`src/hw/rtl/assert_macros.svh`:
```
// Assertion macros shared by the occurrence counter table RTL.
`ifndef ASSERT_MACROS_SVH
`define ASSERT_MACROS_SVH

// Implication checked on every rising clock edge outside reset.
`define ASSERT_IMPLY(label, clk, rstn, pre, post) \
    label: assert property (@(posedge clk) disable iff (!rstn) (pre) |-> (post)) \
        else $error("assertion failed");

// Next-cycle implication checked outside reset.
`define ASSERT_NEXT(label, clk, rstn, pre, post) \
    label: assert property (@(posedge clk) disable iff (!rstn) (pre) |=> (post)) \
        else $error("assertion failed");

`endif

```
`src/hw/rtl/ipoct_pkg.sv`:
```
// Package: controller states and command/status structs for the counter table.
`default_nettype none
package ipoct_pkg;
    typedef enum logic [3:0] {
        ST_IDLE,
        ST_HEAD_RD,
        ST_HEAD_WAIT,
        ST_CHECK,
        ST_ENT_WAIT,
        ST_UPDATE,
        ST_INSERT,
        ST_RESP
    } ctrl_state_t;

    typedef struct packed {
        logic load;       // capture input word
        logic head_rd;    // issue bucket head read
        logic take_head;  // current link <= head read data
        logic ent_rd;     // issue entry read at current link
        logic follow;     // current link <= next pointer of entry
        logic upd_hit;    // write incremented count/flags
        logic insert;     // write new entry and head
        logic set_full;   // result: table full
        logic set_zero;   // result: absent, count 0
        logic set_hit;    // result: entry count (query)
        logic clr_steps;  // clear walk step counter
    } dp_cmd_t;

    typedef struct packed {
        logic is_query;
        logic link_ok;    // current link valid and below step bound
        logic addr_eq;    // entry address matches key
        logic pool_full;
    } dp_stat_t;
endpackage
`default_nettype wire

```
`src/hw/rtl/ipoct_ctrl.sv`:
```
// Controller state machine for the counter table.
`default_nettype none
module ipoct_ctrl (
    input  wire                  aclk,
    input  wire                  aresetn,
    input  wire                  s_valid,
    output logic                 s_ready,
    output logic                 m_valid,
    input  wire                  m_ready,
    input  ipoct_pkg::dp_stat_t  stat,
    output ipoct_pkg::dp_cmd_t   cmd
);
    import ipoct_pkg::*;
    `include "assert_macros.svh"

    ctrl_state_t state_reg, state_next;

    always_ff @(posedge aclk) begin
        if (!aresetn) state_reg <= ST_IDLE;
        else state_reg <= state_next;
    end

    always_comb begin
        state_next = state_reg;
        cmd = '0;
        s_ready = 1'b0;
        m_valid = 1'b0;
        unique case (state_reg)
            ST_IDLE: begin
                s_ready = 1'b1;
                if (s_valid) begin
                    cmd.load = 1'b1;
                    state_next = ST_HEAD_RD;
                end
            end
            ST_HEAD_RD: begin
                cmd.head_rd = 1'b1;
                state_next = ST_HEAD_WAIT;
            end
            ST_HEAD_WAIT: begin
                cmd.take_head = 1'b1;
                cmd.clr_steps = 1'b1;
                state_next = ST_CHECK;
            end
            ST_CHECK: begin
                if (stat.link_ok) begin
                    cmd.ent_rd = 1'b1;
                    state_next = ST_ENT_WAIT;
                end else if (stat.is_query) begin
                    cmd.set_zero = 1'b1;
                    state_next = ST_RESP;
                end else begin
                    state_next = ST_INSERT;
                end
            end
            ST_ENT_WAIT: begin
                if (stat.addr_eq) begin
                    if (stat.is_query) begin
                        cmd.set_hit = 1'b1;
                        state_next = ST_RESP;
                    end else begin
                        state_next = ST_UPDATE;
                    end
                end else begin
                    cmd.follow = 1'b1;
                    state_next = ST_CHECK;
                end
            end
            ST_UPDATE: begin
                cmd.upd_hit = 1'b1;
                state_next = ST_RESP;
            end
            ST_INSERT: begin
                if (stat.pool_full) cmd.set_full = 1'b1;
                else cmd.insert = 1'b1;
                state_next = ST_RESP;
            end
            ST_RESP: begin
                m_valid = 1'b1;
                if (m_ready) state_next = ST_IDLE;
            end
            default: state_next = ST_IDLE;
        endcase
    end

    `ASSERT_IMPLY(a_ready_idle, aclk, aresetn, s_ready, !m_valid)
    `ASSERT_NEXT(a_load_walk, aclk, aresetn, s_valid && s_ready, state_reg == ST_HEAD_RD)
    `ASSERT_IMPLY(a_one_write, aclk, aresetn, cmd.upd_hit, !cmd.insert)
endmodule
`default_nettype wire

```
`config.mk`:
```
export PLATFORM = sky130hd
export DESIGN_NAME = ipoct_ctrl
export DESIGN_NICKNAME = d
export VERILOG_FILES = /design/src/hw/rtl/ipoct_pkg.sv /design/src/hw/rtl/ipoct_ctrl.sv
export VERILOG_INCLUDE_DIRS = /design/src /design/src/hw/rtl
export SDC_FILE = /design/constraint.sdc
export NUM_CORES = 1
export LEC_CHECK = 0
export BUFFER_PORTS_ARGS = -buffer_cell sky130_fd_sc_hd__buf_4
export CORE_AREA = 2 2 39 41
export DETAILED_ROUTE_END_ITERATION = 16
export DIE_AREA = 0 0 41 43
export PLACE_DENSITY = 0.5
export SYNTH_ARGS = -nofsm -noshare
export SYNTH_HDL_FRONTEND = slang
export SYNTH_SLANG_ARGS = --single-unit
export TNS_END_PERCENT = 50
```
`constraint.sdc`:
```
create_clock -name aclk -period 2.2 [get_ports aclk]
set_input_delay 0.22 -clock aclk [delete_from_list [all_inputs] [get_ports aclk]]
set_output_delay 0.22 -clock aclk [all_outputs]
set_load 0.005 [all_outputs]
```
==> impl_results.md <==
- Sw Share: 0.304
- Vias in the first global route: 324
- Die Height: between 40 and 50 µm
- Crit share post-route: 0.720
- Final setup fails: 0
- First-pass GRT wire length: approximately 1.2 mm
- Sequential area share after synthesis: 0.219
- Largest net degree at the start of global routing: 12
- Seq cells post-synth: 3
- Core Region: 1380 µm²
- Syn_nets: 46
- Final WL: 750 µm
- Setup crit end kind: output port
- Power Dens Cells: 540 nW/µm²
- Area Overhead vs Synth: 63.0%
- CP Data Required Time: between 1.5 and 2 ns
- Worst-skew pair later-pin latency: around 0.23 ns
- Post-route ant nets: 0
- Post-cts sizing count: 0
- CTS root buf: clkbuf_4
- Antenna diodes: 0
- DP Wirelength: 582 µm
- Initial antenna violation count: 0
- FF-to-FF Start: state_reg[0]
- Seq pwr share: 0.298
- CP arrival: 1.36 ns
- First-iteration detailed-routing DRC count: 4
- Final Skew: ~0.0030 ns
- Setup TNS: 0 ns
- Htree depth: 1
- Post-CTS setup buffer count: 0
- F_max: 0.631 GHz
- CP Launch Type: flop
- Clk buf depth: 2
- IO Pins: 21
- Pin slew with the least headroom to its limit: 0.371 ns
- CTS sink cnt: 3
- WP buf/inv: 2
- RSZ-0062 raised after global routing: false
- Worst-path clk slew: 0.04 ns
- Hold Crit Class: in2reg
- Syn. warnings: 0
- Rows: 14
- Worst vdd ir: between 0.0002 and 0.0003 V
- Die Footprint: roughly 1800 µm²
- Leakage power: 0.199 nW
- Internal Power: 168 µW
- Gr usage total: 0.0953
- Netlist cell types: 18
- Hold_sp: m_ready
- Hold buffer count at CTS: 0
- Crit path max-delay family: flip-flops
- Net Switching: around 73 µW
- GRT overflow: 0
- CTS tree: built
- Starting Density: 0.198
- Gate Count Post-Synth: 38
- PortBufs: 20
- Routed length per placed instance: roughly 10 µm
- Layout cells sized above 1: 0.424
- Crit path kind: reg2out
- Flop2flop setup slack: 0.95 ns
- Drt via density: roughly 4.5
- Status: complete, no violations
- Vias: 334
- CP max-delay cell: dfxtp_1
- Rel. slew slack: 0.752
- Critical path cell sequence: inv_1 -> nor3_1 -> buf_4
- Number of max-cap violations: 0
- Clock share of power: 0.403
- Hold Violations, Final: 0
- TritonCTS Buffers: 3
- Max reg flops: 3
- # nets final: 68
- DRC violations left: 0
- Period minus WS final: 1.58 ns
- Crit-path max cell delay: 0.53 ns
- Fin. max-slew vios: 0
- Critical R2R Capture: state_reg[0]
- Crit path max fanout: 11
- Avg Synthesized Cell Area: 7.21 µm²
- Die W: 41 µm
- R2R cell count: 3
- RD Place Congestion: 0.790
- DRT Pass-1 Iters: 2
- Mapped Area: 274 µm²
- Hold Path End: state_reg[2]
- Hold WS: 0.194 ns
- Hold path depth: 2
- Combinational share of power: 0.299
==> per-stage QoR <==
stage	cells	area, µm²	worst slack (ns)	util	total power [mW]
floorplan	38	274	1.10	-	0.111
global placement	71	420	0.885	0.304	0.146
detailed placement	71	420	0.872	0.304	0.145
CTS	75	447	0.623	0.323	0.245
global route	75	447	0.527	0.323	0.263
finish	75	447	0.616	0.323	0.241
==> cells in the mapped netlist <==
master,count,share of area
buf_4,1,0.027
o221ai_2,1,0.055
o21ai_1,1,0.018
inv_1,4,0.055
o31ai_1,2,0.055
buf_6,1,0.041
o21a_1,1,0.027
a221oi_2,1,0.055
dfxtp_1,3,0.22
nor3b_1,1,0.027
nand2_1,2,0.027
nor2_1,3,0.041
nand2b_1,4,0.091
nor3_1,8,0.15
buf_2,1,0.018
mux2i_1,1,0.037
a31oi_1,1,0.023
o21ai_0,2,0.037
==> worst max path at each step <==
stage | start | to | slack [ns] | depth (start not counted)
final | state_reg[0] | cmd[2] | 0.62 | 3
after global routing | state_reg[0] | m_valid | 0.53 | 3
after CTS | state_reg[0] | cmd[7] | 0.62 | 3
after detailed placement | state_reg[0] | cmd[7] | 0.87 | 3
after global placement | state_reg[0] | cmd[2] | 0.88 | 3
after floorplan | state_reg[2] | cmd[8] | 1.10 | 4
==> worst reg2reg max path: stages (launching register included) <==
cell and delay, ns:
dfxtp_1 0.53, inv_1 0.22, o31ai_1 0.30, o21a_1 0.14
==> cell families after synthesis <==
kind of cell	count (synthesis)	synth area share
flops	3	0.219
simple gates	18	0.333
mux	1	0.0365
buf+inv	7	0.142
compound gates	9	0.269
==> layout by cell type (no fill, tap or decap), types with 2 or more instances in the layout <==
| cell | count |
|---|---|
| nand2b_1 | 4 |
| clkbuf_4 | 3 |
| o31ai_1 | 2 |
| nor2_1 | 3 |
| nand2_1 | 2 |
| nor3_1 | 8 |
| inv_1 | 4 |
| o21ai_0 | 2 |
| buf_4 | 20 |
| dfxtp_1 | 3 |
==> power groups by stage <==
stage | clock network, mW | logic, mW | registers (mW)
final | 0.0972 | 0.0720 | 0.0719
after detailed placement | 0 | 0.0723 | 0.0724
after global routing | 0.110 | 0.0788 | 0.0738
after floorplan | 0 | 0.0460 | 0.0646
after CTS | 0.101 | 0.0726 | 0.0715
after global placement | 0 | 0.0735 | 0.0728
==> layer usage <==
metal / track usage / up-vias / part of all wire / wire, µm
met3: 0.0524 / 0 / 0.063 / 47
met5: 0 / - / 0 / 0
met1: 0.106 / 147 / 0.44 / 331
met2: 0.131 / 10 / 0.50 / 372
met4: 0.0667 / 0 / 0 / 0
li1: - / 177 / - / -
==> cell type report <==
class / count / area, µm²
well taps: 16 / 20.0
repair buffers: 20 / 150
inverters: 4 / 15.0
multi-input cells: 28 / 175
clock buffers: 4 / 26.3
fillers: 147 / 937
flip-flops and latches: 3 / 60.1
Power figures use the tool's default switching activity.
